==> src/hw/rtl/wpi_pkg.sv <==
`default_nettype none
package wpi_pkg;

  localparam int ALT_W  = 24;
  localparam int WIND_W = 16;
  localparam int STAT_W = 3;
  localparam int FRAC_W = 16;
  localparam int DIV_W  = ALT_W + 1;

  typedef enum logic [1:0] {
    REQ_INSERT = 2'd0,
    REQ_QUERY  = 2'd1,
    REQ_CLEAR  = 2'd2,
    REQ_NONE   = 2'd3
  } req_t;

  localparam logic [STAT_W-1:0] ST_OK      = 3'd0;
  localparam logic [STAT_W-1:0] ST_EMPTY   = 3'd1;
  localparam logic [STAT_W-1:0] ST_STORED  = 3'd2;
  localparam logic [STAT_W-1:0] ST_FULL    = 3'd3;
  localparam logic [STAT_W-1:0] ST_CLEARED = 3'd4;

  // Lower code wins on the result bus.
  localparam logic [1:0] PRIO_FIRST = 2'd0;
  localparam logic [1:0] PRIO_LAST  = 2'd1;
  localparam logic [1:0] PRIO_INNER = 2'd2;

  typedef enum logic [2:0] {
    S_IDLE,
    S_SCAN,
    S_PICK,
    S_DIV,
    S_MUL_E,
    S_MUL_N
  } fsm_t;

  typedef struct packed {
    logic signed [ALT_W-1:0]  alt;
    logic signed [WIND_W-1:0] east;
    logic signed [WIND_W-1:0] north;
  } level_t;

  typedef struct packed {
    logic       valid;
    logic [1:0] prio;
    logic       exact;
    level_t     lo;
    level_t     hi;
  } bus_t;

  typedef struct packed {
    logic                    ins_en;
    level_t                  new_lvl;
    logic signed [ALT_W-1:0] q_alt;
  } cell_ctl_t;

  typedef struct packed {
    logic occ;
    logic at_count;
    logic at_last;
    logic is_first;
  } cell_pos_t;

endpackage
`default_nettype wire

==> src/hw/rtl/wpi_div.sv <==
`default_nettype none
module wpi_div (
  input  wire                             clk,
  input  wire                             rst_n,
  input  wire                             start,
  input  wire  [wpi_pkg::DIV_W-1:0]       num,
  input  wire  [wpi_pkg::DIV_W-1:0]       den,
  output logic                            done,
  output logic [wpi_pkg::FRAC_W-1:0]      quot
);

  localparam int CNT_W = $clog2(wpi_pkg::FRAC_W + 1);

  logic [wpi_pkg::DIV_W-1:0]  rem_r, rem_nxt;
  logic [wpi_pkg::DIV_W-1:0]  den_r;
  logic [wpi_pkg::FRAC_W-1:0] quot_r, quot_nxt;
  logic [CNT_W-1:0]           cnt_r, cnt_nxt;
  logic                       run_r, run_nxt, done_r, done_nxt;
  logic [wpi_pkg::DIV_W:0]    shl;
  logic [wpi_pkg::DIV_W:0]    diff;

  // One quotient bit per cycle, restoring.
  assign shl  = {rem_r, 1'b0};
  assign diff = shl - {1'b0, den_r};

  always_comb begin
    rem_nxt  = rem_r;
    quot_nxt = quot_r;
    cnt_nxt  = cnt_r;
    run_nxt  = run_r;
    done_nxt = 1'b0;
    if (start) begin
      rem_nxt  = num;
      quot_nxt = '0;
      cnt_nxt  = '0;
      run_nxt  = 1'b1;
    end else if (run_r) begin
      if (!diff[wpi_pkg::DIV_W]) begin
        rem_nxt  = diff[wpi_pkg::DIV_W-1:0];
        quot_nxt = {quot_r[wpi_pkg::FRAC_W-2:0], 1'b1};
      end else begin
        rem_nxt  = shl[wpi_pkg::DIV_W-1:0];
        quot_nxt = {quot_r[wpi_pkg::FRAC_W-2:0], 1'b0};
      end
      cnt_nxt = cnt_r + 1'b1;
      if (cnt_r == CNT_W'(wpi_pkg::FRAC_W - 1)) begin
        run_nxt  = 1'b0;
        done_nxt = 1'b1;
      end
    end
  end

  always_ff @(posedge clk) begin
    if (!rst_n) begin
      run_r  <= 1'b0;
      done_r <= 1'b0;
    end else begin
      run_r  <= run_nxt;
      done_r <= done_nxt;
    end
    rem_r  <= rem_nxt;
    quot_r <= quot_nxt;
    cnt_r  <= cnt_nxt;
    if (start) begin
      den_r <= den;
    end
  end

  assign done = done_r;
  assign quot = quot_r;

endmodule
`default_nettype wire

==> config.mk <==
export PLATFORM = sky130hd
export DESIGN_NAME = wpi_div
export DESIGN_NICKNAME = d
export VERILOG_FILES = /design/src/hw/rtl/wpi_pkg.sv /design/src/hw/rtl/wpi_div.sv
export SDC_FILE = /design/constraint.sdc
export NUM_CORES = 1
export LEC_CHECK = 0
export BUFFER_PORTS_ARGS = -buffer_cell sky130_fd_sc_hd__clkbuf_2
export CAP_MARGIN = 20
export CORE_MARGIN = 2
export CORE_UTILIZATION = 38
export DETAILED_ROUTE_END_ITERATION = 10
export PLACE_DENSITY = 0.57
export SKIP_LAST_GASP = 1
export SLEW_MARGIN = 10
export SYNTH_ARGS = -nofsm -noshare
export SYNTH_HDL_FRONTEND = slang
export SYNTH_SLANG_ARGS = --single-unit
==> constraint.sdc <==
create_clock -name clk -period 2.8 [get_ports clk]
set_input_delay 0.28 -clock clk [delete_from_list [all_inputs] [get_ports clk]]
set_output_delay 0.28 -clock clk [all_outputs]
set_load 0.005 [all_outputs]
==> run summary, run 1 <==
Nets: 605
fraction of layout cells with a size suffix above 1: 27.2%
total iterations of the first detailed-routing run: 5
yosys synthesis warning count: 0
cell taking the most area after synthesis: edfxtp_1
Register-to-Register Setup Slack: 0.13 ns
met3 demand-to-capacity share in global routing: 4.00%
Top FF cell, synth: edfxtp_1
site row count: 38
register area share after synthesis: 45.7%
final sum of negative setup slack: 0 ns
overall track demand over capacity in global routing: 17.3%
nature of the critical path endpoint: register
Die Outline Area: 12,200 µm²
busiest grt layer: met2
maximum net fanout on the critical path: 16
antenna violations before repair: 0
area occupied by registers: 1960 µm²
Die Span Y: 110 µm
cell count after synthesis: 435
number of pins with negative max-slew slack in the final report: 0
max_cap viols: 0
longest individual stage delay on the worst path: 0.41 ns
signal arrival time at the worst endpoint: 2.75 ns
Diodes inserted: 0
Top Ports: 70
cell with the largest stage delay on the worst path: edfxtp_1
number of hold violations in the final report: 0
Synth async-reset ratio: 0%
buffers from clock root to sink, at most: 2
Post-DRT Antenna Nets: 0
Layout area overhead: 25.1%
wire length after detailed routing: 9830 µm
FMAX: 375 MHz
mean area per synthesized cell: 9.87 µm²
final period utilization: 95.2%
Synth Register Bits: 73
Post-Synthesis Cell Area: 4290 µm²
Via Count: 3,520
global routing met2 resource utilization: 27.0%
Port-buffer cells: 69
Worst-Skew Late Latency: 0.33 ns
element type at the critical path start: register
most frequent cell after synthesis: edfxtp_1
Power Density: 954 nW/µm²
hold bufs inserted after CTS: 0
final critical-path required period: 2.67 ns
worst supply voltage drop on vdd: 0.398 mV
synthesized netlist net count: 515
vias per cell: 5.25
number of clock sinks seen by CTS: 73
routability congestion estimate from global placement: 0.817
Final Setup Violations: 0
M1 GR Usage: 23.6%
half-perimeter wire length after placement: 6990 µm
CTS Root Cell: clkbuf_16
Initial Util: 39.3%
RSZ-0062 raised after global routing: true
violation count after the first detailed-routing iteration: 171
overflow left after global routing: 0
TritonCTS clock tree: yes
type of the tightest min-delay check: in2reg
Final Skew: 0.00567 ns
run status: complete, no violations
DRC violation count after routing: 0
area of the multi-input gates: 2250 µm²
portion of synthesized cell area occupied by the leading cell type: 35.0%
core outline area: 10,900 µm²
htree depth: 3
average wire per cell in the routed design: 14.7 µm
measured slew at the worst slew-check pin: 0.661 ns
Relative slew margins: 55.9%
Crit path required time: 2.88 ns
Filler cells: 1,033
Yosys cell types: 48
number of buffers created by CTS: 9
ranking of synthesized cells by area: edfxtp_1 (35%), dfxtp_1 (11%), ha_1 (7.6%)
number of global-route vias before repair: 3,454
Critical Path, Cell by Cell: ha_1 -> a21o_1 -> a21oi_2 -> nand4_1 -> and3_4 -> o21a_1 -> o311a_4 -> buf_4 -> a221o_1
pin count of the biggest net entering global routing: 55
clock slew at the register clock pins of the worst setup and hold paths: 0.06 ns
Tot Pwr: 5.12 mW
count of flip-flops with a built-in enable after synthesis: 50
first-pass GRT wire length: 16,400 µm
most instantiated cells after synthesis: edfxtp_1 (50), nand2_1 (39), nor2_1 (34), inv_1 (29), a21oi_1 (27)
leakage dissipation: 2.33 nW
die extent in x: 110 µm
startpoint-to-endpoint class of the critical path: reg2reg
==> cells in the final DEF (no fill, tap or decap), types with 3 or more instances in the layout <==
cell type   n
nor3_2      3
o21ai_0    14
nand3_1     5
mux2i_1    18
o21a_1      4
dfxtp_1    23
o21bai_1    3
a21o_1      8
a31oi_1     3
nand3b_1   15
clkbuf_2   68
ha_1       24
buf_4      33
a21oi_1    23
nor2b_1    11
xnor2_1     9
a21oi_2     5
a221o_1     5
nor3_1      6
nand2b_1    5
nand4_1     5
edfxtp_1   50
clkbuf_16   9
o311ai_1   14
nor2_1     33
nand2_1    38
inv_1      29
xor2_1     15
a211oi_2    3
a211oi_1    3
o21ai_1     5
==> worst max-delay path: cells and delay by family, from the launching register on <==
family / cells / cell delay, ns
buf+inv: 1 / 0.20
simple gates: 2 / 0.33
compound gates: 5 / 1.14
flops: 1 / 0.41
fa+ha+maj: 1 / 0.32
==> cell type report <==
cell class                 instances  share of cell area, %
multi-input combinational        310                   41.8
sequential                        73                   36.5
timing repair buffer             102                   11.2
clock buffer                       9                   4.19
tap                              140                   3.26
inverter                          29                   2.03
clock inverter                     7                  0.979
==> metal layers <==
metal | share of wire [%] | up-vias
met5 | 0 | -
met4 | 0.69 | 0
met3 | 5.0 | 6
met2 | 46 | 84
met1 | 48 | 1661
li1 | - | 1769
==> power breakdown <==
group | switching [mW] | internal [mW] | total (mW) | leakage, nW
clock network | 0.467 | 0.608 | 1.08 | 0.141
logic | 1.39 | 1.14 | 2.53 | 1.50
registers | 0.105 | 1.41 | 1.52 | 0.687
==> cell families (layout without fill, tap and decap cells) <==
family,Yosys count,count (layout),synth area share (%)
xor gates and xnor gates,24,24,4.90
AOI/OAI and AO/OA,105,105,16.6
muxes,18,18,4.20
DFF,73,73,45.7
buffers and inverters,52,147,4.69
and+or+nand+nor,136,136,15.9
adders and majority gates,27,27,8.04
==> flip-flops by register name, summed over array words and instances, names as in the netlist <==
register  count
cnt_r         5
rem_r        25
quot         16
done          1
run_r         1
den_r        25
==> path summary, 6_finish.rpt <==
path                               start  cells past startpoint        end
worst max-delay path            rem_r[2]                      9  rem_r[18]
worst max register to register  rem_r[2]                      9  rem_r[18]
worst min-delay path              den[0]                      1   den_r[0]
worst min register to register  cnt_r[4]                      2   cnt_r[4]
==> stage by stage <==
step	utilization, %	setup WS, ns	cells	cell area (µm²)	hold WS, ns
3_3_place_gp	45.3	0.0221	651	4950	0.456
3_5_place_dp	45.3	-0.0131	651	4950	0.459
5_1_grt	49.1	-0.00113	670	5370	0.106
2_1_floorplan	-	0.0216	435	4290	0.379
4_1_cts	47.9	0.00401	667	5240	0.105
6_report	49.1	0.133	670	5370	0.118
==> timing repair <==
| action | CTS | global route |
|---|---|---|
| buffers inserted | 0 | 3 |
| endpoints found under the hold margin | 0 | 0 |
| resized for setup | 4 | 24 |
| setup endpoints to repair | 6 | 24 |
| pin swaps | 3 | 7 |
No activity file was read; power rests on OpenSTA's default activity.
==> run 2, diff against run 1 <==
--- a/config.mk
+++ b/config.mk
@@ -7,3 +7,2 @@
 export LEC_CHECK = 0
-export BUFFER_PORTS_ARGS = -buffer_cell sky130_fd_sc_hd__clkbuf_2
 export CAP_MARGIN = 20
@@ -12,3 +11,4 @@
 export DETAILED_ROUTE_END_ITERATION = 10
-export PLACE_DENSITY = 0.57
+export DONT_BUFFER_PORTS = 1
+export PLACE_DENSITY = 0.51
 export SKIP_LAST_GASP = 1
--- a/constraint.sdc
+++ b/constraint.sdc
@@ -3,2 +3,2 @@
 set_output_delay 0.28 -clock clk [all_outputs]
-set_load 0.005 [all_outputs]
+set_load 0.05 [all_outputs]
==> run 2 against run 1 <==
First-iteration DRC count fell by 8.2%. Clock power rose by 4%. Highest routed layer unchanged. Sequential share of layout area rose by 2.2 points. Die area did not move. Wire length fell by 1.3%.
==> run summary, run 2 (same netlist as run 1, synthesis figures left out) <==
worst r2r path cells: 9
signal arrival time at the worst endpoint: 2.96 ns
Final Setup Violations: 0
Hold Startpoint: den[12]
type of the tightest min-delay check: in2reg
number of global-route vias before repair: 3,236
run status: complete, no violations
number of buffers created by CTS: 9
Post-DRT Antenna Nets: 0
average wire per cell in the routed design: 16.0 µm
Diodes inserted: 0
area of the multi-input gates: 2240 µm²
startpoint-to-endpoint class of the critical path: reg2reg
wire length after detailed routing: 9700 µm
Layout area overhead: 18.0%
antenna violations before repair: 0
routability congestion estimate from global placement: 0.811
area post-placement: 4610 µm²
area of all placed cells without fillers: 5070 µm²
longest individual stage delay on the worst path: 0.49 ns
Worst-Skew Late Latency: 0.34 ns
die extent in x: 110 µm
site row count: 38
Crit Reg-Reg Endpoint: rem_r[23]
Final Skew: 0.0107 ns
htree depth: 3
Crit path required time: 3.00 ns
number of pins with negative max-slew slack in the final report: 0
violation count after the first detailed-routing iteration: 157
pin count of the biggest net entering global routing: 106
clock slew at the register clock pins of the worst setup and hold paths: 0.06 ns
number of clock sinks seen by CTS: 73
leakage dissipation: 2.06 nW
Via Count: 3,247
max_cap viols: 0
non-filler cells in the finished layout: 605
final cell utilization of the core: 46.3%
Nets: 540
TritonCTS clock tree: yes
Relative slew margins: 54.0%
highest-count cells in the layout ignoring fill and taps: edfxtp_1 (50), nand2_1 (39), buf_4 (34)
fraction of layout cells with a size suffix above 1: 15.5%
Initial Util: 39.3%
final critical-path required period: 2.77 ns
Die Outline Area: 12,200 µm²
cell count after placement: 583
total iterations of the first detailed-routing run: 4
Top Ports: 70
area occupied by registers: 1960 µm²
CTS Root Cell: clkbuf_16
number of hold violations in the final report: 0
FMAX: 362 MHz
startpoint of the worst-slack reg-to-reg timing path: rem_r[0]
vias per cell: 5.37
core outline area: 10,900 µm²
Power Density: 1010 nW/µm²
measured slew at the worst slew-check pin: 0.690 ns
RSZ-0062 raised after global routing: true
buffers from clock root to sink, at most: 2
nature of the critical path endpoint: register
Critical Path, Cell by Cell: ha_1 -> nor2b_4 -> o2111ai_2 -> nand4_1 -> and3_4 -> o21a_1 -> o311a_4 -> or4_4 -> a21oi_2
Hold Path Sink: den_r[12]
overall track demand over capacity in global routing: 16.5%
cell with the largest stage delay on the worst path: or4_4
Port-buffer cells: 0
maximum net fanout on the critical path: 4
Die Span Y: 110 µm
most common cell after layout, fill and taps aside: edfxtp_1
element type at the critical path start: register
DRC violation count after routing: 0
overflow left after global routing: 0
Filler cells: 1,046
half-perimeter wire length after placement: 6620 µm
worst hold path cell count: 0
final period utilization: 98.8%
Register-to-Register Setup Slack: 0.03 ns
worst supply voltage drop on vdd: 0.517 mV
first-pass GRT wire length: 15,400 µm
Tot Pwr: 5.12 mW
run 2: report_power, final:
| group | leakage (nW) | total [mW] | internal (mW) | switching (mW) |
|---|---|---|---|---|
| Combinational | 1.22 | 2.47 | 1.14 | 1.33 |
| Sequential | 0.687 | 1.54 | 1.41 | 0.125 |
| Clock | 0.144 | 1.12 | 0.635 | 0.481 |
run 2: cell type report:
cell class	instances	area share [%]
Timing Repair Buffer	37	5.73
Sequential cell	73	38.7
Clock buffer	10	4.72
Inverter	29	2.15
Clock inverter	6	0.963
Multi-Input combinational cell	310	44.3
Tap cell	140	3.46
run 2: timing repair:
item / CTS / global route
endpoints found under the setup margin: 16 / 23
resized for setup: 3 / 20
hold buffers: 2 / 0
pin swaps: 5 / 8
setup buffers: 0 / 4
endpoints found under the hold margin: 15 / 0
cloned: 0 / 0
run 2: metrics by stage:
stage          worst slack (ns)  setup TNS (ns)  hold slack (ns)
4_1_cts                 -0.0355         -0.0355          0.00252
3_5_place_dp            -0.0726          -0.238            0.361
3_3_place_gp           -0.00105        -0.00105            0.361
6_report                 0.0340               0           0.0267
2_1_floorplan            0.0216               0            0.379
5_1_grt                 -0.0680          -0.246          0.00924
run 2: worst max path at each step:
stage	start	cells after the start	end
after global placement	rem_r[0]	9	rem_r[18]
after detailed placement	rem_r[0]	9	rem_r[18]
after floorplan	rem_r[2]	10	rem_r[15]
final	rem_r[0]	9	rem_r[23]
after CTS	rem_r[0]	9	rem_r[23]
after global routing	rem_r[11]	10	rem_r[23]
run 2: critical path: cells and delay by family, from the launching register on:
family          cells  cell delay, ns
simple gates        4            0.99
compound gates      4            0.90
fa+ha+maj           1            0.30
flops               1            0.42
run 2: per-layer routing:
metal | vias to the layer above | GRT usage [%] | routed length (µm) | part of all wire (%)
met3 | 4 | 6.47 | 543 | 5.6
li1 | 1640 | - | - | -
met4 | 0 | 5.09 | 87 | 0.90
met1 | 1537 | 20.6 | 4540 | 47
met5 | - | 0 | 0 | 0
met2 | 66 | 26.3 | 4520 | 47
==> run 3, diff against run 2 <==
CORE_MARGIN = 1   (was 2)
==> run 3 against run 2 <==
Clock-buffer cell count up 1. Largest cell class unchanged. Sequential power hardly changed. Largest power group unchanged. Hold slack worse by 0.0016 ns. Critical path type unchanged. Wire length decreased by 1.1%. Critical endpoint unchanged.
==> run summary, run 3 (same netlist as run 1, synthesis figures left out) <==
overall track demand over capacity in global routing: 17.2%
area occupied by registers: 1960 µm²
max_cap viols: 0
Critical Path, Cell by Cell: ha_1 -> nor2b_4 -> o2111ai_2 -> nand4_1 -> and3_4 -> o21a_1 -> o311a_4 -> or4_4 -> a21oi_2
Relative slew margins: 53.3%
cell count after placement: 583
final critical-path required period: 2.73 ns
half-perimeter wire length after placement: 6460 µm
wire length after detailed routing: 9590 µm
first-pass GRT wire length: 15,500 µm
number of hold violations in the final report: 0
Filler cells: 1,059
die extent in x: 108 µm
Diodes inserted: 0
critical path's top delay family: simple AND/OR/NAND/NOR gates
worst path bufs/invs: 0
TritonCTS clock tree: yes
Initial Util: 39.3%
area post-placement: 4610 µm²
FMAX: 366 MHz
buffers from clock root to sink, at most: 2
leakage dissipation: 2.07 nW
measured slew at the worst slew-check pin: 0.698 ns
Worst-Skew Late Latency: 0.35 ns
pin count of the biggest net entering global routing: 103
area of the multi-input gates: 2250 µm²
cell with the largest stage delay on the worst path: or4_4
number of pins with negative max-slew slack in the final report: 0
Layout area overhead: 18.7%
vias per cell: 5.40
DRC violation count after routing: 0
violation count after the first detailed-routing iteration: 140
highest-count cells in the layout ignoring fill and taps: edfxtp_1 (50), nand2_1 (39), nor2_1 (34), buf_4 (34), inv_1 (29)
routability congestion estimate from global placement: 0.860
final period utilization: 97.6%
element type at the critical path start: register
most common cell after layout, fill and taps aside: edfxtp_1
maximum net fanout on the critical path: 4
non-filler cells in the finished layout: 605
longest individual stage delay on the worst path: 0.49 ns
CTS Root Cell: clkbuf_16
type of the tightest min-delay check: in2reg
Final Skew: 0.00695 ns
Power Density: 1020 nW/µm²
Nets: 540
signal arrival time at the worst endpoint: 2.94 ns
run status: complete, no violations
Die Span Y: 108 µm
number of buffers created by CTS: 9
worst setup margin: 0.0673 ns
average wire per cell in the routed design: 15.9 µm
RSZ-0062 raised after global routing: true
Crit path required time: 3.00 ns
fraction of layout cells with a size suffix above 1: 15.5%
worst supply voltage drop on vdd: 0.548 mV
nature of the critical path endpoint: register
core outline area: 10,900 µm²
Final Setup Violations: 0
Via Count: 3,270
Port-buffer cells: 0
overflow left after global routing: 0
htree depth: 3
number of clock sinks seen by CTS: 73
startpoint-to-endpoint class of the critical path: reg2reg
number of global-route vias before repair: 3,299
final sum of negative setup slack: 0 ns
clock slew at the register clock pins of the worst setup and hold paths: 0.06 ns
Post-DRT Antenna Nets: 0
worst hold slack: 0.0251 ns
Top Ports: 70
area of all placed cells without fillers: 5090 µm²
worst slack at placement: -0.0565 ns
antenna violations before repair: 0
total iterations of the first detailed-routing run: 4
site row count: 38
Die Outline Area: 11,700 µm²
## run 3: changes by cell type in the layout (fill, tap and decap cells not counted), moves of 2 or more
cell	delta
o311ai_2	+4
a21oi_2	-2
a21oi_1	+2
o311ai_1	-4
## run 3: layout make-up
class                      instances  area share [%]
sequential                        73            38.5
tap                              140            3.44
clock inverter                     5           0.860
multi-input combinational        310            44.2
inverter                          29            2.14
timing repair buffer              37            5.70
clock buffer                      11            5.18
## run 3: path summary, 6_finish.rpt
| check | startpoint | end | slack (ns) | depth (start not counted) |
|---|---|---|---|---|
| worst max-delay path | rem_r[0] | rem_r[23] | 0.07 | 9 |
| worst min-delay path | den[9] | den_r[9] | 0.03 | 0 |
| worst max register to register | rem_r[0] | rem_r[23] | 0.07 | 9 |
| worst min register to register | cnt_r[4] | cnt_r[4] | 0.50 | 2 |
## run 3: power breakdown
| part | switching [mW] | internal, mW | total, mW |
|---|---|---|---|
| Clock | 0.496 | 0.691 | 1.19 |
| Sequential | 0.123 | 1.41 | 1.53 |
| Combinational | 1.33 | 1.14 | 2.47 |
| Total | 1.95 | 3.25 | 5.20 |
## run 3: metal layers
metal | routed length, µm | global-route usage (%)
met3 | 498 | 6.03
met4 | 157 | 6.47
met1 | 4460 | 21.0
met5 | 0 | 0
met2 | 4480 | 28.0
## run 3: timing repair
item | CTS | global route
setup endpoints to repair | 12 | 23
hold endpoints to repair | 19 | 1
resized for setup | 3 | 20
buffers inserted | 1 | 3
pin swaps | 2 | 8
cloned | 0 | 0
hold buffers | 1 | 1
## run 3: stage by stage
| stage | utilization, % | total power, mW |
|---|---|---|
| after detailed placement | 42.1 | 3.80 |
| after floorplan | - | 3.14 |
| final | 46.6 | 5.20 |
| after CTS | 45.3 | 5.06 |
| after global routing | 46.6 | 5.58 |
| after global placement | 42.1 | 3.79 |
