<file path="config.mk">
export PLATFORM = sky130hd
export DESIGN_NAME = wpi_cell
export DESIGN_NICKNAME = d
export VERILOG_FILES = /design/src/hw/rtl/wpi_pkg.sv /design/src/hw/rtl/wpi_cell.sv
export SDC_FILE = /design/constraint.sdc
export NUM_CORES = 1
export LEC_CHECK = 0
export ABC_CLOCK_PERIOD_IN_PS = 3450
export BUFFER_PORTS_ARGS = -buffer_cell sky130_fd_sc_hd__buf_2
export CAP_MARGIN = 15
export CORE_AREA = 2 2 170 172
export DETAILED_ROUTE_END_ITERATION = 8
export DIE_AREA = 0 0 172 174
export GPL_ROUTABILITY_DRIVEN = 0
export PLACE_DENSITY = 0.58
export SYNTH_ARGS = -nofsm -noshare
export SYNTH_HDL_FRONTEND = slang
export SYNTH_SLANG_ARGS = --single-unit
export TNS_END_PERCENT = 5
</file>
<file path="constraint.sdc">
create_clock -name clk -period 3.45 [get_ports clk]
set_input_delay 0.345 -clock clk [delete_from_list [all_inputs] [get_ports clk]]
set_output_delay 0.345 -clock clk [all_outputs]
set_load 0.1 [all_outputs]
</file>
<file path="src/hw/rtl/wpi_pkg.sv">
`default_nettype none
package wpi_pkg;

  localparam int ALT_W  = 24;
  localparam int WIND_W = 16;
  localparam int STAT_W = 3;
  localparam int FRAC_W = 16;
  localparam int DIV_W  = ALT_W + 1;

  typedef enum logic [1:0] {
    REQ_INSERT = 2'd0,
    REQ_QUERY  = 2'd1,
    REQ_CLEAR  = 2'd2,
    REQ_NONE   = 2'd3
  } req_t;

  localparam logic [STAT_W-1:0] ST_OK      = 3'd0;
  localparam logic [STAT_W-1:0] ST_EMPTY   = 3'd1;
  localparam logic [STAT_W-1:0] ST_STORED  = 3'd2;
  localparam logic [STAT_W-1:0] ST_FULL    = 3'd3;
  localparam logic [STAT_W-1:0] ST_CLEARED = 3'd4;

  // Lower code wins on the result bus.
  localparam logic [1:0] PRIO_FIRST = 2'd0;
  localparam logic [1:0] PRIO_LAST  = 2'd1;
  localparam logic [1:0] PRIO_INNER = 2'd2;

  typedef enum logic [2:0] {
    S_IDLE,
    S_SCAN,
    S_PICK,
    S_DIV,
    S_MUL_E,
    S_MUL_N
  } fsm_t;

  typedef struct packed {
    logic signed [ALT_W-1:0]  alt;
    logic signed [WIND_W-1:0] east;
    logic signed [WIND_W-1:0] north;
  } level_t;

  typedef struct packed {
    logic       valid;
    logic [1:0] prio;
    logic       exact;
    level_t     lo;
    level_t     hi;
  } bus_t;

  typedef struct packed {
    logic                    ins_en;
    level_t                  new_lvl;
    logic signed [ALT_W-1:0] q_alt;
  } cell_ctl_t;

  typedef struct packed {
    logic occ;
    logic at_count;
    logic at_last;
    logic is_first;
  } cell_pos_t;

endpackage
`default_nettype wire

</file>
<file path="src/hw/rtl/wpi_cell.sv">
`default_nettype none
module wpi_cell (
  input  wire                  clk,
  input  wpi_pkg::cell_ctl_t   ctl,
  input  wpi_pkg::cell_pos_t   pos,
  input  wpi_pkg::level_t      prev_lvl,
  input  wire                  prev_gt,
  input  wire                  prev_le,
  input  wpi_pkg::bus_t        bus_in,
  output wpi_pkg::level_t      lvl,
  output logic                 gt,
  output logic                 le,
  output wpi_pkg::bus_t        bus_out
);

  wpi_pkg::level_t lvl_r, lvl_nxt;
  wpi_pkg::bus_t   bus_r, bus_nxt;
  wpi_pkg::bus_t   inj;
  logic            ge_last;

  assign gt      = pos.occ && ($signed(lvl_r.alt) > $signed(ctl.new_lvl.alt));
  assign le      = pos.occ && ($signed(ctl.q_alt) <= $signed(lvl_r.alt));
  assign ge_last = pos.at_last && ($signed(ctl.q_alt) >= $signed(lvl_r.alt));

  // Shift up behind the insertion point, drop the new level at it.
  always_comb begin
    lvl_nxt = lvl_r;
    if (ctl.ins_en) begin
      if (prev_gt) begin
        lvl_nxt = prev_lvl;
      end else if (gt || pos.at_count) begin
        lvl_nxt = ctl.new_lvl;
      end
    end
  end

  always_comb begin
    inj       = '0;
    inj.hi    = lvl_r;
    inj.lo    = prev_lvl;
    if (pos.is_first && le) begin
      inj.valid = 1'b1;
      inj.prio  = wpi_pkg::PRIO_FIRST;
      inj.exact = 1'b1;
    end else if (ge_last) begin
      inj.valid = 1'b1;
      inj.prio  = wpi_pkg::PRIO_LAST;
      inj.exact = 1'b1;
    end else if (le && !prev_le) begin
      inj.valid = 1'b1;
      inj.prio  = wpi_pkg::PRIO_INNER;
      inj.exact = 1'b0;
    end
  end

  always_comb begin
    bus_nxt = bus_in;
    if (inj.valid && (!bus_in.valid || inj.prio < bus_in.prio)) begin
      bus_nxt = inj;
    end
  end

  always_ff @(posedge clk) begin
    lvl_r <= lvl_nxt;
    bus_r <= bus_nxt;
  end

  assign lvl     = lvl_r;
  assign bus_out = bus_r;

endmodule
`default_nettype wire

</file>
==> impl_metrics.py, run 1 <==
metrics = {
    "die": {
        "die_x_um": 172,
        "io_pins": 434,
        "core_um2": 28200,
        "die-area_um2": 29900,
        "die_h_um": 174,
        "start_util_pct": 27.5,
        "rows": 62,
    },
    "sta": {
        "relSlewSlack_pct": 46.9,
        "finalCritPeriodShare_pct": 111,
        "period_minus_slack_ps": 3820,
        "setup-violations-final": 114,
        "drv_slew": 0,
        "rsz0062_at_grt": "true",
        "hold_viol_final": 0,
        "finClkSkew_ps": 15.3,
        "fmax_mhz": 262,
        "worst_pin_slew_ps": 796,
        "worst_slack_ps": -370,
    },
    "cells_and_area": {
        "areaGrowthSynthToFinish_pct": 51.8,
        "fin_nets": 1397,
        "fillers": 2823,
        "fin_util_pct": 41.7,
        "drive_gt1_share_pct": 63.9,
    },
    "setup_path": {
        "max_stage_delay_ps": 400,
        "crit_arrival_ps": 4150,
        "crit_chain": "inv_1 > ha_4 > nor2b_4 > o211ai_2 > a21oi_2 > o31a_1 > or3_4 > nand3_2 > o21ai_1 > and4b_1 > ha_1 > nor2b_1 > o21ai_1 > a21boi_4 > buf_12 > nand2_4 > clkbuf_16 > mux2_4",
        "rrSetupSlack_ps": -370,
        "end_kind": "register",
        "cp_max_fo": 9,
        "worst_path_max_delay_cell": "edfxtp_1",
        "cp.required_ps": 3780,
        "cp_common_cell": "o21ai_1",
        "setup.worst_path.class": "register to register",
        "worstSetupStartpointType": "register",
    },
    "yosys": {
        "synth_edf_count": 56,
        "yosysTopAreaCell": "dfxtp_1",
        "ys_top_cells_by_count": "dfxtp_1 (116), mux2_4 (80), mux2_2 (65), edfxtp_1 (56), inv_1 (54)",
        "yosysUniqueCellTypes": 42,
        "netlist_top_cells_area": "dfxtp_1 (30%), edfxtp_1 (22%), mux2_4 (15%)",
        "synth-seq-area-share_pct": 51.6,
        "syn_nets": 903,
        "synth_top_area_share_pct": 29.9,
        "ys.flop_type": "dfxtp_1",
        "syn_area_um2": 7760,
        "ys.warnings.count": 0,
        "yosysMostFrequentCell": "dfxtp_1",
        "async_reset_ff_share_pct": 0,
        "postSynthCellCount": 594,
        "synth-seq-cells": 172,
        "syn_avg_cell_area_um2": 13.1,
    },
    "power_and_ir_drop": {
        "p_leak_nw": 5.91,
        "p_clk_share_pct": 23.8,
        "seqPwrFrac_pct": 31.3,
        "p_sw_mw": 3.58,
        "ir_worst_vdd_mv": 0.272,
        "power_density_nw_per_um2": 665,
        "combPwrFrac_pct": 44.9,
        "p_int_mw": 4.25,
        "switching_share_pct": 45.7,
    },
    "min_path": {
        "min_path_type": "primary input to register",
    },
    "clocking": {
        "root_buffer": "clkbuf_16",
        "cts.sinks": 172,
        "clock_latency_ps": 440,
        "clk_path_buf_depth": 2,
        "numCtsBuffers": 17,
        "cts_hold_buf": 0,
        "clk_pin_slew_ps": 80,
        "tritoncts": "yes",
        "htreeDepth": 4,
    },
    "flow_run": {
        "maxCapViolCount": 0,
    },
    "status": {
        "failed_checks": "setup timing",
        "status": "finished with violations",
    },
    "detailed_routing": {
        "met2_length_um": 13000,
        "drtIter0Drc": 326,
        "post-route-drc-count": 0,
        "ant_nets": 0,
        "routed.top_layer": "met5",
        "first_pass_iters": 4,
        "wl_per_cell_um": 18.3,
        "wl_met3_um": 1780,
        "drt-met1-wl_um": 11800,
        "routed_wl_um": 27200,
        "via_count": 6459,
        "viasPerCell": 4.34,
    },
    "global_route": {
        "grt_antenna_before_repair": 3,
        "grt_util_all_layers_pct": 17.3,
        "grt_max_degree": 62,
        "grt_pass1_wl_um": 38300,
        "overflow": 0,
        "grt_pass1_vias": 6525,
    },
    "placed_design": {
        "io_buffers": 433,
        "place_ws_ps": -616,
        "place_hpwl_um": 21000,
    },
}
worst max-delay path, delay by kind of cell, from the launching register on:
kind                     cells  cell delay [ps]
AND/OR/NAND/NOR              6             1030
buffers and inverters        3              480
multiplexers                 1              290
AO/OA/AOI/OAI                6             1000
flip-flops                   1              400
adder cells (fa/ha/maj)      2              480
cell usage in the layout, fill, tap and decap left out, types with 3 or more instances in the layout:
master and n:
buf_6 5, inv_1 50, nand2_1 29, o21ai_0 32
buf_2 430, mux2_2 65, dfxtp_1 116, buf_4 44
clkinv_4 3, inv_2 4, ha_1 43, a21o_1 8
nand4_1 13, inv_6 3, mux2_4 80, clkbuf_16 20
edfxtp_1 56, nor2_1 6, a21oi_1 17, a21oi_2 3
o21ai_1 7, buf_12 7, buf_16 5, ha_4 6
metal layers:
layer  up-vias  global-route usage, %
met5         -                      0
met1      3051                   22.2
li1       3129                      -
met4         2                   6.51
met3        34                   4.26
met2       243                   28.1
worst paths after layout:
| check | cells after the start | start | endpoint |
|---|---|---|---|
| setup / recovery | 18 | lvl[33]$_DFFE_PP_ | bus_out[60]$_DFF_P_ |
| hold reg to reg | 1 | lvl[24]$_DFFE_PP_ | bus_out[24]$_DFF_P_ |
| hold / removal | 2 | bus_in[112] | bus_out[112]$_DFF_P_ |
| setup reg to reg | 18 | lvl[33]$_DFFE_PP_ | bus_out[60]$_DFF_P_ |
power groups by stage:
stage,registers (mW),logic (mW),clock network (mW)
floorplan,4.41,0.750,0
global placement,2.49,3.34,0
detailed placement,2.50,3.35,0
CTS,2.45,3.45,1.92
global route,2.48,3.64,1.99
finish,2.45,3.51,1.86
per-stage QoR:
stage               instance area (um2)  TNS [ps]  hold slack (ps)  instances  power [mW]
finish                            11800    -38580              123       1487        7.83
CTS                               11600    -30900             97.9       1480        7.82
global route                      11800    -56570              103       1487        8.10
global placement                  10800    -57420              477       1439        5.83
floorplan                          7800   -110410              452        594        5.16
detailed placement                10800    -66940              486       1439        5.85
sequential cells by signal, summed over array words and instances (netlist names):
name and cells:
bus_out 116, lvl 56
layout make-up:
cell class                      instances  area (um2)  share of cell area, %
Antenna cell                            2        5.00                 0.0425
Clock buffer                           19         443                   3.76
Clock inverter                         13         106                  0.903
Inverter                               54         203                   1.72
Multi-Input combinational cell        348        3630                   30.8
Sequential cell                       172        4000                   34.0
Tap cell                              384         480                   4.08
Timing Repair Buffer                  495        2910                   24.7
what timing repair did:
action	in CTS	in global routing
endpoints found under the setup margin	115	115
pin swaps	6	8
buffers inserted	6	1
resized for setup	21	19
cloned	3	4
cell families (layout without fill, tap and decap cells):
| family | count (synthesis) | in the layout | synth area share, % |
|---|---|---|---|
| AND/OR/NAND/NOR | 67 | 69 | 4.31 |
| adder cells (fa/ha/maj) | 49 | 49 | 7.90 |
| AO/OA/AOI/OAI | 85 | 85 | 6.63 |
| multiplexers | 145 | 145 | 24.9 |
| other | 0 | 2 | 0 |
| flip-flops | 172 | 172 | 51.6 |
| buffers and inverters | 76 | 581 | 4.64 |
Note: power is estimated with default switching activity, not from simulation.
==> run 2, diff against run 1 <==
- ABC_AREA: default -> 1
- CELL_PAD_IN_SITES_DETAIL_PLACEMENT: default -> 0
- CELL_PAD_IN_SITES_GLOBAL_PLACEMENT: default -> 1
- CORE_AREA: 2 2 170 172 -> default
- CORE_ASPECT_RATIO: default -> 1.4
- CORE_MARGIN: default -> 2
- CORE_UTILIZATION: default -> 28
- DIE_AREA: 0 0 172 174 -> default
- PLACE_DENSITY: 0.58 -> 0.79
==> impl_metrics.py, run 2 <==
metrics = {
    "power_and_ir_drop": {
        "p_int_mw": 4.33,
        "switching_share_pct": 48.7,
        "ir_worst_vdd_mv": 0.358,
        "power_density_nw_per_um2": 764,
        "p_clk_share_pct": 25.1,
        "combPwrFrac_pct": 44.8,
        "seqPwrFrac_pct": 30.1,
        "p_leak_nw": 6.09,
        "p_sw_mw": 4.12,
    },
    "cells_and_area": {
        "fin_util_pct": 40.4,
        "final_cells": 1756,
        "fin_nets": 1679,
        "final_common_cell": "buf_2",
        "largest_reg_flops": 116,
        "final_cell_mix": "buf_2 (432), nand2_1 (410), nand3_1 (118), dfxtp_1 (116), inv_1 (69)",
        "drive_gt1_share_pct": 35.3,
        "areaGrowthSynthToFinish_pct": 43.1,
    },
    "global_route": {
        "met1_usage_pct": 23.6,
        "grt_antenna_before_repair": 3,
        "grt-busiest-layer": "met2",
        "grt_pass1_vias": 7582,
        "grtUsageMet3_pct": 4.15,
        "gr-usage-met2_pct": 34.3,
        "grt_pass1_wl_um": 43000,
        "grt_max_degree": 100,
        "overflow": 0,
        "grt_util_all_layers_pct": 19.9,
    },
    "detailed_routing": {
        "drtIter0Drc": 422,
        "wl_per_cell_um": 16.5,
        "via_count": 7812,
        "post-route-drc-count": 0,
        "viasPerCell": 4.45,
        "routed_wl_um": 29100,
        "ant_nets": 0,
        "first_pass_iters": 5,
    },
    "clocking": {
        "clk_pin_slew_ps": 70,
        "root_buffer": "clkbuf_16",
        "cts.sinks": 172,
        "htreeDepth": 4,
        "clk_path_buf_depth": 2,
        "numCtsBuffers": 17,
        "tritoncts": "yes",
        "clock_latency_ps": 460,
    },
    "yosys": {
        "syn_nets": 1260,
        "syn_area_um2": 7730,
        "postSynthCellCount": 951,
        "yosysTopAreaCell": "dfxtp_1",
        "syn_avg_cell_area_um2": 8.13,
        "ys.warnings.count": 0,
        "yosysMostFrequentCell": "nand2_1",
        "synth-seq-area-share_pct": 51.8,
        "yosysUniqueCellTypes": 28,
        "async_reset_ff_share_pct": 0,
        "netlist_top_cells_area": "dfxtp_1 (30%), edfxtp_1 (22%), nand2_1 (20%)",
        "synth-seq-cells": 172,
        "ys.flop_type": "dfxtp_1",
        "ys_top_cells_by_count": "nand2_1 (410), nand3_1 (119), dfxtp_1 (116), inv_1 (69), edfxtp_1 (56)",
        "synth_top_area_share_pct": 30.1,
        "synth_edf_count": 56,
    },
    "setup_path": {
        "crit_family": "simple AND/OR/NAND/NOR gates",
        "cp_common_cell": "nand4_1",
        "max_stage_delay_ps": 430,
        "crit_arrival_ps": 2790,
        "r2r_start": "lvl[55]$_DFFE_PP_",
        "end_kind": "output port",
        "crit_chain": "ha_1 > nand4_1 > nor3_1 > nor4b_1 > nand2_1 > nand4_1 > nand3_2 > inv_1 > buf_12",
        "path_buf_inv": 2,
        "worst_path_max_delay_cell": "edfxtp_1",
        "cp_max_fo": 5,
        "rrSetupSlack_ps": 320,
        "worstSetupStartpointType": "register",
        "r2r_cells": 21,
        "cp.required_ps": 3110,
        "setup.worst_path.class": "register to output port",
        "r2r-end": "bus_out[62]$_DFF_P_",
    },
    "sta": {
        "hold_viol_final": 0,
        "relSlewSlack_pct": 55.9,
        "period_minus_slack_ps": 3130,
        "fmax_mhz": 319,
        "setup-violations-final": 0,
        "rsz0062_at_grt": "false",
        "finClkSkew_ps": 10.2,
        "worst_pin_slew_ps": 661,
        "finalCritPeriodShare_pct": 90.8,
        "whs_ps": 70.5,
        "drv_slew": 0,
    },
    "die": {
        "die_x_um": 144,
        "die-area_um2": 29000,
        "start_util_pct": 28.2,
        "die_h_um": 201,
        "core_um2": 27400,
        "io_pins": 434,
        "rows": 72,
    },
    "placed_design": {
        "io_buffers": 433,
        "dp.cells": 1717,
        "place_hpwl_um": 21800,
    },
    "min_path": {
        "whs_path_depth": 3,
        "min_to": "bus_out[24]$_DFF_P_",
        "hp-start": "bus_in[24]",
        "min_path_type": "primary input to register",
    },
    "flow_run": {
        "maxCapViolCount": 0,
    },
    "status": {
        "status": "complete, no violations",
    },
}
run 2: changes by cell type after synthesis, sizes merged, moves of 6 or more:
cell and change:
inv +16, mux2 -145, buf +20, clkbuf +6, o21ai -17, nand2 +382
a21o -6, nand3 +119, nor2 +9
run 2: cell families after synthesis:
logic type	count (synthesis)	share of synthesized area, %
buf+inv	118	6.70
fa+ha+maj	49	7.93
simple gates	563	30.0
flops	172	51.8
compound gates	49	3.51
run 2: what timing repair did:
action	4_1_cts	5_1_grt
gates resized for setup	0	10
hold buffers	0	0
endpoints found under the setup margin	0	114
setup buffers	0	2
run 2: worst max-delay path by stage:
stage | startpoint | end | slack [ps] | cells past startpoint
2_1_floorplan | lvl[41]$_DFFE_PP_ | lvl[0]$_DFFE_PP_ | -210 | 10
3_3_place_gp | ctl[15] | bus_out[3]$_DFF_P_ | 200 | 21
3_5_place_dp | ctl[15] | bus_out[67]$_DFF_P_ | 140 | 21
4_1_cts | lvl[47]$_DFFE_PP_ | bus_out[64]$_DFF_P_ | 140 | 21
5_1_grt | lvl[55]$_DFFE_PP_ | bus_out[85]$_DFF_P_ | 30 | 21
6_report | lvl[55]$_DFFE_PP_ | gt | 320 | 9
run 2: cell type report:
type | count | area (um2)
Clock inverter | 13 | 196
Antenna cell | 3 | 7.51
Fill cell | 2898 | 16300
Timing Repair Buffer | 448 | 2450
Clock buffer | 19 | 433
Inverter | 70 | 263
Multi-Input combinational cell | 661 | 3250
Sequential cell | 172 | 4000
Tap cell | 370 | 463
run 2: power by group through the flow:
stage | clock network [mW] | registers, mW | logic (mW)
after floorplan | 0 | 4.92 | 0.687
after global placement | 0 | 2.59 | 3.76
after detailed placement | 0 | 2.59 | 3.78
after CTS | 2.17 | 2.55 | 3.78
after global routing | 2.24 | 2.58 | 3.97
final | 2.12 | 2.55 | 3.78
run 2: stage by stage:
stage	TNS [ps]	total power, mW	area [um2]	setup slack, ps
2_1_floorplan	-13270	5.61	7740	-208
3_3_place_gp	0	6.35	10300	205
3_5_place_dp	0	6.36	10300	143
4_1_cts	0	8.49	10900	138
5_1_grt	0	8.79	11100	25.8
6_report	0	8.45	11100	319
run 2: worst register-to-register path: cells and delay by family (launching register included):
family	cells	cell delay (ps)
simple gates	16	1690
flops	1	390
fa+ha+maj	2	600
buf+inv	3	400
run 2: layer usage:
metal / share of wire, % / wire length, um / vias up
met1: 40 / 11600 / 3543
li1: - / - / 3913
met4: 2.6 / 743 / 2
met3: 6.6 / 1910 / 41
met5: 0.055 / 16 / -
met2: 51 / 14800 / 313
==> run 3, diff against run 2 <==
==> constraint.sdc (replaced) <==
create_clock -name clk -period 3.45 [get_ports clk]
set_input_delay 0.345 -clock clk [delete_from_list [all_inputs] [get_ports clk]]
set_output_delay 0.345 -clock clk [all_outputs]
set_load 0.01 [all_outputs]
==> impl_metrics.py, run 3 (same netlist as run 2, synthesis figures left out) <==
metrics = {
    "min_path": {
        "whs_path_depth": 3,
        "hp-start": "bus_in[74]",
        "min_path_type": "primary input to register",
    },
    "power_and_ir_drop": {
        "ir_worst_vdd_mv": 0.324,
        "p_leak_nw": 6.07,
        "power_density_nw_per_um2": 552,
    },
    "clocking": {
        "clk_path_buf_depth": 2,
        "cts.sinks": 172,
        "tritoncts": "yes",
        "cts_hold_buf": 0,
        "root_buffer": "clkbuf_16",
        "clk_pin_slew_ps": 70,
        "clock_latency_ps": 430,
        "numCtsBuffers": 17,
        "htreeDepth": 4,
    },
    "sta": {
        "worst_slack_ps": 268,
        "relSlewSlack_pct": 58.5,
        "drv_slew": 0,
        "fmax_mhz": 314,
        "setup-violations-final": 0,
        "worst_pin_slew_ps": 622,
        "hold_viol_final": 0,
        "finClkSkew_ps": 9.86,
        "period_minus_slack_ps": 3180,
        "finalCritPeriodShare_pct": 92.2,
        "rsz0062_at_grt": "true",
        "tns_ps": 0,
    },
    "cells_and_area": {
        "final_common_cell": "buf_2",
        "fin_area_um2": 11000,
        "largest_reg_flops": 116,
        "drive_gt1_share_pct": 35.7,
        "fin_nets": 1681,
        "final_cell_mix": "buf_2 (433), nand2_1 (410), nand3_1 (119), dfxtp_1 (116), inv_1 (69)",
        "fin_util_pct": 40.3,
        "final_cells": 1760,
        "areaGrowthSynthToFinish_pct": 42.7,
        "fillers": 2939,
    },
    "placed_design": {
        "dp.cells": 1717,
        "place_ws_ps": 169,
        "io_buffers": 433,
        "dpl_cell_area_um2": 10300,
        "place_hpwl_um": 21800,
    },
    "detailed_routing": {
        "viasPerCell": 4.42,
        "post-route-drc-count": 0,
        "routed_wl_um": 28600,
        "ant_nets": 0,
        "first_pass_iters": 5,
        "drtIter0Drc": 354,
        "wl_per_cell_um": 16.2,
        "via_count": 7783,
    },
    "setup_path": {
        "path_depth": 21,
        "crit_chain": "inv_1 > ha_1 > nand2_1 > nor2_2 > nand4_1 > nor2_1 > nand2_1 > nand3_1 > nand2_1 > nand3_2 > nand2_1 > or2_1 > nor2_1 > ha_1 > nand2_1 > nand2_1 > nand2_4 > nand2_8 > buf_12 > nand2_1 > nand2_1",
        "r2r_cells": 21,
        "crit_family": "simple AND/OR/NAND/NOR gates",
        "worstSetupStartpointType": "register",
        "cp_max_fo": 40,
        "max_stage_delay_ps": 400,
        "setup.worst_path.class": "register to register",
        "crit_arrival_ps": 3500,
        "path_buf_inv": 2,
        "worst_path_max_delay_cell": "edfxtp_1",
        "cp.required_ps": 3770,
        "r2r_start": "lvl[47]$_DFFE_PP_",
        "cp-startpoint": "lvl[47]$_DFFE_PP_",
        "cp_common_cell": "nand2_1",
        "end_kind": "register",
    },
    "global_route": {
        "grt_max_degree": 71,
        "grt_pass1_wl_um": 42200,
        "overflow": 0,
        "grt_pass1_vias": 7565,
        "grt_util_all_layers_pct": 19.1,
        "grt_antenna_before_repair": 7,
    },
    "die": {
        "die_h_um": 201,
        "start_util_pct": 28.2,
        "rows": 72,
        "die-area_um2": 29000,
        "die_x_um": 144,
        "io_pins": 434,
        "core_um2": 27400,
    },
    "flow_run": {
        "maxCapViolCount": 0,
    },
    "status": {
        "status": "complete, no violations",
    },
}
run 3: changes by cell type in the layout (fill, tap and decap cells not counted), sizes merged:
cell    before  now
clkinv       6    3
clkbuf      20   22
diode        3    5
inv         71   76
buf        447  449
bufinv       5    1
run 3: cell type report:
| class | instances | area, um2 | area share [%] |
|---|---|---|---|
| flip-flops and latches | 172 | 4000 | 36.3 |
| clock inverters | 11 | 100 | 0.908 |
| repair buffers | 450 | 2430 | 22.0 |
| clock buffers | 21 | 483 | 4.38 |
| multi-input cells | 661 | 3270 | 29.7 |
| inverters | 70 | 263 | 2.38 |
| diodes | 5 | 12.5 | 0.113 |
| well taps | 370 | 463 | 4.20 |
run 3: path summary, 6_finish.rpt:
path | to | slack (ps)
worst max-delay path | bus_out[19]$_DFF_P_ | 270
worst min-delay path | bus_out[74]$_DFF_P_ | 100
worst max register to register | bus_out[19]$_DFF_P_ | 270
worst min register to register | bus_out[16]$_DFF_P_ | 500
run 3: per-layer routing:
| layer | vias to the layer above | track usage (%) | part of all wire, % |
|---|---|---|---|
| met5 | - | 0 | 0.077 |
| met3 | 39 | 4.99 | 6.8 |
| met2 | 280 | 34.2 | 52 |
| li1 | 3911 | - | - |
| met4 | 4 | 6.07 | 2.2 |
| met1 | 3549 | 22.0 | 39 |
run 3: metrics by stage:
| stage | total power [mW] | hold WS [ps] |
|---|---|---|
| floorplan | 3.41 | 448 |
| global placement | 4.13 | 472 |
| detailed placement | 4.15 | 483 |
| CTS | 6.12 | 71.7 |
| global route | 6.42 | 77.0 |
| finish | 6.09 | 96.1 |
run 3: what timing repair did:
| action | in CTS | in global routing |
|---|---|---|
| gates resized for setup | 0 | 9 |
| buffers inserted | 0 | 4 |
| setup endpoints to repair | 0 | 104 |
run 3: tightest hold or removal path: stages:
cell     delay (ps)
buf_2            70
nand2_1          40
nand2_1          40
run 3: report_power, final:
part | internal [mW] | switching, mW
clock | 1.09 | 0.880
combinational | 0.627 | 0.940
sequential | 2.43 | 0.118
total | 4.15 | 1.94
